[config.mk]
export PLATFORM = sky130hd
export DESIGN_NAME = pool_index_allocator
export DESIGN_NICKNAME = d
export VERILOG_FILES = /design/src/rtl/pia_pkg.sv /design/src/rtl/pia_queue_ram.sv /design/src/rtl/pia_fresh_ctr.sv /design/src/rtl/pool_index_allocator.sv
export SDC_FILE = /design/constraint.sdc
export NUM_CORES = 2
export LEC_CHECK = 0
export BUFFER_PORTS_ARGS = -buffer_cell sky130_fd_sc_hd__buf_2
export CORE_UTILIZATION = 30
export DETAILED_ROUTE_END_ITERATION = 8
export GPL_ROUTABILITY_DRIVEN = 0
export HOLD_SLACK_MARGIN = 0.05
export PLACE_DENSITY = 0.45
export SETUP_SLACK_MARGIN = 0.02
export SYNTH_ARGS = -nofsm -noshare
export SYNTH_HDL_FRONTEND = slang
export SYNTH_SLANG_ARGS = --single-unit
[constraint.sdc]
create_clock -name i_clk -period 3.1 [get_ports i_clk]
set_clock_uncertainty 0.1 [all_clocks]
set_input_delay 0.31 -clock i_clk [delete_from_list [all_inputs] [get_ports i_clk]]
set_output_delay 0.31 -clock i_clk [all_outputs]
set_load 0.1 [all_outputs]
[src/rtl/pia_pkg.sv]
// Package for the pool index allocator.
// Holds shared types, status and command codes, and default sizes.
// No dependencies.
package pia_pkg;

    localparam int DEF_POOL_SLOTS = 256;
    localparam int IDX_W          = 8;
    localparam int CFG_W          = 9;
    localparam int IDX_RANGE      = 256;
    localparam logic [CFG_W-1:0] POOL_SIZE_RST = 9'd256;

    localparam logic CMD_ALLOC   = 1'b0;
    localparam logic CMD_RELEASE = 1'b1;

    typedef enum logic [1:0] {
        STAT_GRANTED   = 2'd0,
        STAT_EXHAUSTED = 2'd1,
        STAT_REL_OK    = 2'd2,
        STAT_REL_FULL  = 2'd3
    } t_status;

    typedef enum logic [1:0] {
        ST_IDLE = 2'b01,
        ST_READ = 2'b10
    } t_state;

    // Fresh counter status toward the control logic
    typedef struct packed {
        logic             avail;
        logic [IDX_W-1:0] idx;
    } t_fresh_stat;

endpackage

[src/rtl/pia_queue_ram.sv]
// Free queue storage for the pool index allocator.
// One write port, one read port with registered read data. Uses pia_pkg.
module pia_queue_ram
    import pia_pkg::*;
#(
    parameter int DEPTH = DEF_POOL_SLOTS,
    parameter int AW    = $clog2(DEPTH)
) (
    input  logic             i_clk,
    input  logic             i_we,
    input  logic [AW-1:0]    i_waddr,
    input  logic [IDX_W-1:0] i_wdata,
    input  logic             i_re,
    input  logic [AW-1:0]    i_raddr,
    output logic [IDX_W-1:0] o_rdata
);

    logic [IDX_W-1:0] r_mem [DEPTH];
    logic [IDX_W-1:0] r_rdata;

    always_ff @(posedge i_clk) begin
        if (i_we) begin
            r_mem[i_waddr] <= i_wdata;
        end
    end

    always_ff @(posedge i_clk) begin
        if (i_re) begin
            r_rdata <= r_mem[i_raddr];
        end
    end

    assign o_rdata = r_rdata;

endmodule

[src/rtl/pia_fresh_ctr.sv]
// Fresh index counter for the pool index allocator.
// Saturates at the smaller of pool size, index range and pool slots. Uses pia_pkg.
module pia_fresh_ctr
    import pia_pkg::*;
#(
    parameter int POOL_SLOTS = DEF_POOL_SLOTS
) (
    input  logic             i_clk,
    input  logic             i_rst_n,
    input  logic [CFG_W-1:0] i_pool_size,
    input  logic             i_advance,
    output t_fresh_stat      o_stat
);

    localparam int LIM_CAP = (POOL_SLOTS < IDX_RANGE) ? POOL_SLOTS : IDX_RANGE;
    localparam logic [CFG_W-1:0] LIM_CAP_V = CFG_W'(LIM_CAP);

    logic [CFG_W-1:0] r_fresh;
    logic [CFG_W-1:0] n_fresh;
    logic [CFG_W-1:0] limit;

    assign limit = (i_pool_size < LIM_CAP_V) ? i_pool_size : LIM_CAP_V;

    assign o_stat.avail = (r_fresh < limit);
    assign o_stat.idx   = r_fresh[IDX_W-1:0];

    // Advance only when an index is actually handed out
    assign n_fresh = (i_advance && o_stat.avail) ? r_fresh + CFG_W'(1) : r_fresh;

    always_ff @(posedge i_clk) begin
        if (!i_rst_n) begin
            r_fresh <= '0;
        end else begin
            r_fresh <= n_fresh;
        end
    end

endmodule

[src/rtl/pool_index_allocator.sv]
// Top level of the pool index allocator: command port, config register, control.
// Instantiates pia_queue_ram and pia_fresh_ctr; uses pia_pkg.
//
// Usage: present a request with start high while busy is low; it is taken at
// that clock edge. Each request yields exactly one result, shown on o_status
// and o_granted_index for one cycle with o_strobe high; the receiver cannot
// stall, so sample it then. Releases, allocations served by the fresh counter
// and exhausted allocations need no queue read: the result appears the cycle after
// the request and a new request may follow at once. An allocation served from
// the free queue goes through the registered read port of the queue memory and
// the ST_READ state: busy is high for one cycle and the result is registered
// from the read data. The pool size register may be written at any time
// through the cfg channel (always ready); write it only while no request is
// in flight. The free queue memory has no reset and needs no clearing pass.
module pool_index_allocator
    import pia_pkg::*;
#(
    parameter int POOL_SLOTS = DEF_POOL_SLOTS
) (
    input  logic             i_clk,
    input  logic             i_rst_n,
    input  logic             start,
    output logic             busy,
    input  logic             i_cmd,
    input  logic [IDX_W-1:0] i_released_index,
    output logic             o_strobe,
    output logic [1:0]       o_status,
    output logic [IDX_W-1:0] o_granted_index,
    input  logic             i_cfg_valid,
    output logic             o_cfg_ready,
    input  logic [CFG_W-1:0] i_cfg_data
);

    localparam int PTR_W = $clog2(POOL_SLOTS);
    localparam int CNT_W = $clog2(POOL_SLOTS + 1);
    localparam logic [PTR_W-1:0] PTR_LAST = PTR_W'(POOL_SLOTS - 1);
    localparam logic [CNT_W-1:0] CNT_FULL = CNT_W'(POOL_SLOTS);

    t_state           r_state, n_state;
    logic [CFG_W-1:0] r_pool_size;
    logic [PTR_W-1:0] r_head, n_head;
    logic [PTR_W-1:0] r_tail, n_tail;
    logic [CNT_W-1:0] r_count, n_count;
    logic             r_out_valid, n_out_valid;
    t_status          r_status, n_status;
    logic [IDX_W-1:0] r_granted, n_granted;

    logic             accept;
    logic             q_empty;
    logic             q_full;
    logic             mem_we;
    logic             mem_re;
    logic [IDX_W-1:0] mem_rdata;
    logic             fresh_adv;
    t_fresh_stat      fresh;

    // Config register: always ready, written directly
    assign o_cfg_ready = 1'b1;

    always_ff @(posedge i_clk) begin
        if (!i_rst_n) begin
            r_pool_size <= POOL_SIZE_RST;
        end else if (i_cfg_valid && o_cfg_ready) begin
            r_pool_size <= i_cfg_data;
        end
    end

    // Hold off new requests while a queue read is in flight
    assign busy    = (r_state == ST_READ);
    assign accept  = start && !busy;
    assign q_empty = (r_count == '0);
    assign q_full  = (r_count == CNT_FULL);

    assign mem_re    = accept && (i_cmd == CMD_ALLOC) && !q_empty;
    assign mem_we    = accept && (i_cmd == CMD_RELEASE) && !q_full;
    assign fresh_adv = accept && (i_cmd == CMD_ALLOC) && q_empty;

    pia_queue_ram #(
        .DEPTH (POOL_SLOTS),
        .AW    (PTR_W)
    ) u_queue (
        .i_clk   (i_clk),
        .i_we    (mem_we),
        .i_waddr (r_tail),
        .i_wdata (i_released_index),
        .i_re    (mem_re),
        .i_raddr (r_head),
        .o_rdata (mem_rdata)
    );

    pia_fresh_ctr #(
        .POOL_SLOTS (POOL_SLOTS)
    ) u_fresh (
        .i_clk       (i_clk),
        .i_rst_n     (i_rst_n),
        .i_pool_size (r_pool_size),
        .i_advance   (fresh_adv),
        .o_stat      (fresh)
    );

    always_comb begin
        n_state     = r_state;
        n_head      = r_head;
        n_tail      = r_tail;
        n_count     = r_count;
        n_out_valid = 1'b0;
        n_status    = r_status;
        n_granted   = r_granted;
        case (r_state)
            ST_IDLE: begin
                if (accept) begin
                    if (i_cmd == CMD_ALLOC) begin
                        if (!q_empty) begin
                            // Pop: read is issued now, result follows the read
                            n_head  = (r_head == PTR_LAST) ? '0 : r_head + PTR_W'(1);
                            n_count = r_count - CNT_W'(1);
                            n_state = ST_READ;
                        end else if (fresh.avail) begin
                            n_out_valid = 1'b1;
                            n_status    = STAT_GRANTED;
                            n_granted   = fresh.idx;
                        end else begin
                            n_out_valid = 1'b1;
                            n_status    = STAT_EXHAUSTED;
                            n_granted   = '0;
                        end
                    end else begin
                        n_out_valid = 1'b1;
                        n_granted   = '0;
                        if (q_full) begin
                            // Drop the index
                            n_status = STAT_REL_FULL;
                        end else begin
                            n_tail   = (r_tail == PTR_LAST) ? '0 : r_tail + PTR_W'(1);
                            n_count  = r_count + CNT_W'(1);
                            n_status = STAT_REL_OK;
                        end
                    end
                end
            end
            ST_READ: begin
                n_out_valid = 1'b1;
                n_status    = STAT_GRANTED;
                n_granted   = mem_rdata;
                n_state     = ST_IDLE;
            end
            default: begin
                n_state = ST_IDLE;
            end
        endcase
    end

    always_ff @(posedge i_clk) begin
        if (!i_rst_n) begin
            r_state     <= ST_IDLE;
            r_head      <= '0;
            r_tail      <= '0;
            r_count     <= '0;
            r_out_valid <= 1'b0;
        end else begin
            r_state     <= n_state;
            r_head      <= n_head;
            r_tail      <= n_tail;
            r_count     <= n_count;
            r_out_valid <= n_out_valid;
        end
    end

    always_ff @(posedge i_clk) begin
        r_status  <= n_status;
        r_granted <= n_granted;
    end

    assign o_strobe        = r_out_valid;
    assign o_status        = r_status;
    assign o_granted_index = r_granted;

    // A queue read always ends in a grant on the next cycle
    a_read_grants: assert property (@(posedge i_clk) disable iff (!i_rst_n)
        (r_state == ST_READ) |=> (o_strobe && o_status == STAT_GRANTED))
        else $error("queue read did not produce a grant");

    // Requests that skip the queue read answer on the next cycle
    a_direct_answer: assert property (@(posedge i_clk) disable iff (!i_rst_n)
        (accept && !mem_re) |=> o_strobe)
        else $error("request without queue read gave no result");

    // Non-grant results carry a zero index
    a_zero_index: assert property (@(posedge i_clk) disable iff (!i_rst_n)
        (o_strobe && o_status != STAT_GRANTED) |-> (o_granted_index == '0))
        else $error("non-grant result with nonzero index");

    // Fill count stays within the queue depth
    a_count_range: assert property (@(posedge i_clk) disable iff (!i_rst_n)
        (r_count <= CNT_FULL))
        else $error("free queue count overflow");

    // Memory read and write never coincide
    a_no_rw: assert property (@(posedge i_clk) disable iff (!i_rst_n)
        !(mem_re && mem_we))
        else $error("queue read and write in the same cycle");

endmodule
# Word level (Yosys, flattened, before mapping)

Memories as Yosys holds them, arrays and structs flattened. A register that Yosys moved wholly into a read port is not among the register bits.
Cells that the tools add are included.

Register bits after elaboration: 56
Bits in latches: 0
RAM bits: 2048
Bits in read-only memories: 0
Input port bits: 22
Memories kept: 1

Add/sub/neg operators: 5
Multiply operators: 0
Div/mod/pow operators: 0
$lt $le $gt $ge: 2
Eq/ne operators: 9
Shifts and indexed selects: 0
Mux-type cells: 23
Bitwise operators: 3
Reduce and logical (&&, ||, !) cells: 18

Memories:

| memory        | depth | bits a word | rd ports | clocked after memory_dff | wr ports | line                | text |
|---|---|---|---|---|---|---|---|
| u_queue.r_mem | 256   | 8           | 1        | 1                        | 1        | pia_queue_ram.sv:18 | `logic [IDX_W-1:0] r_mem [DEPTH];` |

Operators by type and width:

| operator            | number |
|---|---|
| $mux 8              | 6 |
| $mux 9              | 4 |
| $add 9x1->9 const B | 2 |
| $add 8x1->8 const B | 2 |
| $eq 8x8->1 const B  | 2 |
| $pmux 8 s2          | 1 |
| $reduce_and 4->1    | 3 |
| $eq 9x9->1 const B  | 1 |
| $logic_not 9->1     | 1 |
| $lt 9x9->1          | 1 |
| $lt 9x9->1 const B  | 1 |
| $sub 9x1->9 const B | 1 |
| $logic_and 1x1->1   | 7 |
| $mux 1              | 7 |
| $mux 2              | 3 |
| $ne 2x2->1 const B  | 3 |
| $reduce_and 3->1    | 2 |
| $pmux 2 s2          | 1 |
| $logic_not 1->1     | 3 |
| $ne 3x3->1 const B  | 1 |
| $not 1->1           | 3 |
| $eq 2x1->1 const B  | 1 |
| $eq 2x2->1 const B  | 1 |
| $pmux 1 s2          | 1 |
| 2 further kinds     | 2 |

# Depth between registers and ports, before layout

Depth in word-level cells: 8
Depth in mapped cells: 12

# Hierarchy

A second synthesis with hierarchy kept.

Cell total of the unflattened synthesis: 4087
Area total of the unflattened synthesis: 82865.7 sq um

By module, submodules not included:

| module               | times used | cells an instance | area an instance (sq um) |
|---|---|---|---|
| pia_queue_ram        | 1          | 3733              | 79636.4 |
| pool_index_allocator | 1          | 269               | 2493.6 |
| pia_fresh_ctr        | 1          | 85                | 735.7 |

# Worst setup path after synthesis

Ideal clock, no wire load.

Path type: reg-to-reg
From: reg r_state[0]
To: mem u_queue.r_mem[63][0] (enable)
Setup time: 370 ps
Arrival time: 2781 ps
Required time: 2630 ps
Slack: -151 ps
Cell stages (with the launch flop): 9
Buffers on the path: 1
Clock period less this slack: 3251 ps
Cells stage by stage: dfxtp_1 inv_1 ha_1 nand3b_1 a31oi_1 nor3b_1 nand3_1 clkbuf_1 nor2_1

Longest elaborated chain between the ends: 7

RTL lines:

| item                            | line                        | text |
|---|---|---|
| from (decl)                     | pool_index_allocator.sv:39  | `t_state r_state, n_state;` |
| from (signal assigned)          | pool_index_allocator.sv:161 | `r_state <= n_state;` |
| $eq 2x2->1                      | pool_index_allocator.sv:69  | `assign busy = (r_state == ST_READ);` |
| named net busy                  | pool_index_allocator.sv:23  | `output logic busy,` |
| $logic_not 1->1                 | pool_index_allocator.sv:70  | `assign accept = start && !busy;` |
| $logic_and 1x1->1               | pool_index_allocator.sv:70  |  |
| $logic_and 1x1->1 (2 in series) | pool_index_allocator.sv:75  | `assign mem_we = accept && (i_cmd == CMD_RELEASE) && !q_full;` |
| $mux 1                          | pia_queue_ram.sv:22         | `if (i_we) begin` |
| $mux 1 (implied by the code)    | pia_queue_ram.sv:23         | `r_mem[i_waddr] <= i_wdata;` |
| to (decl)                       | pia_queue_ram.sv:18         |  |

The timed path passes the listed nets, and every way through them passes these cells.

==> results.toml <==
[floorplan]
fp.dieW_um = 528.3
initial_core_util_pct = 30.26
coreArea_mm2 = 0.2746
num_rows = 192
pin_count = 35
die_area_mm2 = 0.2791
die_h_um = 528.3

[cells_and_area]
ff_latch_area_mm2 = 0.06298
syn_to_final_growth_pct = 22.89
drive_gt1_share_pct = 33.45
fin_cells = 8993
final_nets = 5168
final.fill_count = 25389
multi_input_area_mm2 = 0.01909
postLayoutCoreUtil_pct = 37.19
layout_commonest_cell = "edfxtp_1"
mostFrequentLayoutCells = "edfxtp_1 (2066), buf_4 (734), mux4_2 (406), nor2_1 (324), clkbuf_16 (229)"

[power]
p_total_mw = 69.09
pwr_density_cell_mw_per_mm2 = 676.6
p_seq_share_pct = 46.0
comb_power_share_pct = 17.0
swShare_pct = 25.58
switching_power_mw = 17.67
p_int_mw = 51.42
leakage_nw = 32.48
pwr-share-clk_pct = 37.1
vdd_ir_drop_max_v = 0.0004770

[timing]
rsz0062_at_grt = "true"
setup_slack_ns = -0.1097
setup_viol = 6
fmaxAchievable_mhz = 311.6
maxSlewHeadroom_pct = 34.58
period_minus_slack_ns = 3.210
tightestPinTransition_ns = 0.9813
hold_violations = 0
final_max_slew_viol_count = 0
timing.hold.ws_ns = 0.2663
period_share_pct = 103.5

[routing]
wl_met2_um = 125300
dr.pass1.iters = 5
drt-wirelength-per-cell_um = 29.57
drt_iter0_drc = 4954
wl_met3_um = 13600
viasPerCell = 5.049
ant_nets = 0
drc = 0
num_vias = 45407
routed_wl_um = 265900
wl_met1_um = 121500
routed.top_layer = "met5"

[yosys]
ys_warn_count = 0
synth_compound_area_share_pct = 3.860
seq_area_frac_synth_pct = 75.78
synth_edf_count = 2066
synth_xor_area_share_pct = 0.1687
avgSynthCellArea_um2 = 19.69
netlist_area_mm2 = 0.08309
syn_nets = 4266
muxShareOfSynthArea_pct = 14.05
synthSimpleGateAreaFrac_pct = 3.667
ys_types = 85
synth_async_sr_flop_share_pct = 0
synth_fa_ha_area_share_pct = 0.3704
synth_top_family_by_area = "multiplexers"
synth_ff_type = "edfxtp_1"
synthCells = 4220
ys_ff_latch = 2112

[setup_path]
crit_arrival_ns = 3.75
cp-start-kind = "register"
crit_path_max_fanout = 8
regToRegStartpoint = "r_head[0]"
crit_required_ns = 3.64
critPathKind = "register to register"
critPathCaptureType = "register"
crit_start = "r_head[0]"

[clock_tree]
cts_tree = "built"
path_clk_slew_ns = 0.07
clock_path_buffers = 4
cts_inserted_buffers = 228
clk_latency_ns = 0.88
cts_sinks = 2112
cts_root_buffer = "clkbuf_16"
h-tree-depth = 4

[placed_design]
portBuffers = 33
dpl.cell_count = 8485
dp_hpwl_um = 175700

[status]
violations = "setup timing"
status = "complete, but fails checks"

[grt]
grt_pass1_wl_um = 371100
first_global_vias = 45810
overflow = 0
grt.total_usage_pct = 18.85
antenna_found_initial = 11
grt_max_degree = 101

[job]
cap_violations = 0

[worst_hold_path]
worstHoldStart = "start"
min_path_type = "input port to register"
[cells by family after synthesis]
logic type | after synthesis
other | 1
AND/OR/NAND/NOR | 701
AO/OA/AOI/OAI | 466
flip-flops | 2112
buffers and inverters | 277
XOR/XNOR | 16
multiplexers | 623
adder cells (fa/ha/maj) | 24
[state kept, by name (all words and copies together) (netlist names), 2 cells and up]
name and cells:
u_queue.r_mem 2048, u_queue.o_rdata 8, o_granted_index 8, o_status 2
r_head 8, r_tail 8, r_pool_size 9, r_state 2
u_fresh.r_fresh 9, r_count 9
[synthesized netlist by cell type (31+ instances only)]
cell / instances / area [µm²]
buf_6: 41 / 461.7
clkbuf_1: 94 / 352.8
o22ai_1: 55 / 344.1
a21oi_1: 88 / 440.4
nor2_1: 330 / 1239
buf_4: 43 / 322.8
mux2i_1: 172 / 1722
mux4_2: 406 / 9144
o21ai_0: 64 / 320.3
dfxtp_1: 46 / 920.9
buf_2: 53 / 265.3
edfxtp_1: 2066 / 62040
nand2_1: 193 / 724.4
a211oi_1: 33 / 247.7
a22oi_1: 54 / 405.4
a221oi_1: 31 / 271.5
nand3_1: 44 / 220.2
[layout make-up]
class,count,area share (%)
antenna,6,0.01470
clock buffer,274,5.776
clock inverter,135,0.9558
inverter,25,0.09435
multi-input combinational,1831,18.69
sequential,2112,61.68
tap,3686,4.517
timing repair buffer,924,8.271
[routing by layer]
layer  vias up  track usage [%]
li1      19195                -
met1     24582            27.16
met2      1329            30.25
met3       299            2.459
met4         2            4.227
met5         -                0
[critical path, cell delays in order (launching register included)]
cell      delay (ns)
dfxtp_4         0.49
buf_12          0.22
buf_12          0.16
buf_12          0.13
mux4_2          0.52
a22o_1          0.21
a211oi_2        0.18
buf_4           0.17
a31oi_4         0.04
a221o_1         0.45
a32o_1          0.27
[power by group through the flow]
stage	Sequential (mW)	Clock (mW)	Combinational [mW]
finish	31.8	25.6	11.7
global placement	32.3	0	10.7
CTS	31.7	26.3	11.7
floorplan	32.8	0	6.05
detailed placement	32.3	0	10.7
global route	31.8	27.2	12.4
[stage by stage]
step | TNS, ns | instance area (µm²) | setup slack [ns]
finish | -0.1847 | 102100 | -0.1097
global route | -0.4518 | 102100 | -0.1179
CTS | -0.09734 | 101800 | -0.04350
detailed placement | -3.247 | 93420 | -0.6444
global placement | -3.328 | 93420 | -0.6748
floorplan | 0 | 83090 | 0.1247
[final timing paths]
check | slack, ns | cells after the start | to
min | 0.27 | 4 | o_strobe
max reg2reg | -0.11 | 10 | u_queue.o_rdata[6]
min reg2reg | 0.37 | 2 | r_count[3]
max | -0.11 | 10 | u_queue.o_rdata[6]
[repair_timing]
| action | CTS | global route |
|---|---|---|
| pin swaps | 24 | 12 |
| hold buffers | 35 | 0 |
| endpoints found under the hold margin | 806 | 0 |
| gates cloned | 4 | 1 |
| endpoints found under the setup margin | 8 | 75 |
| resized for setup | 131 | 48 |
| setup buffers | 45 | 10 |
Power figures use the tool's default switching activity.
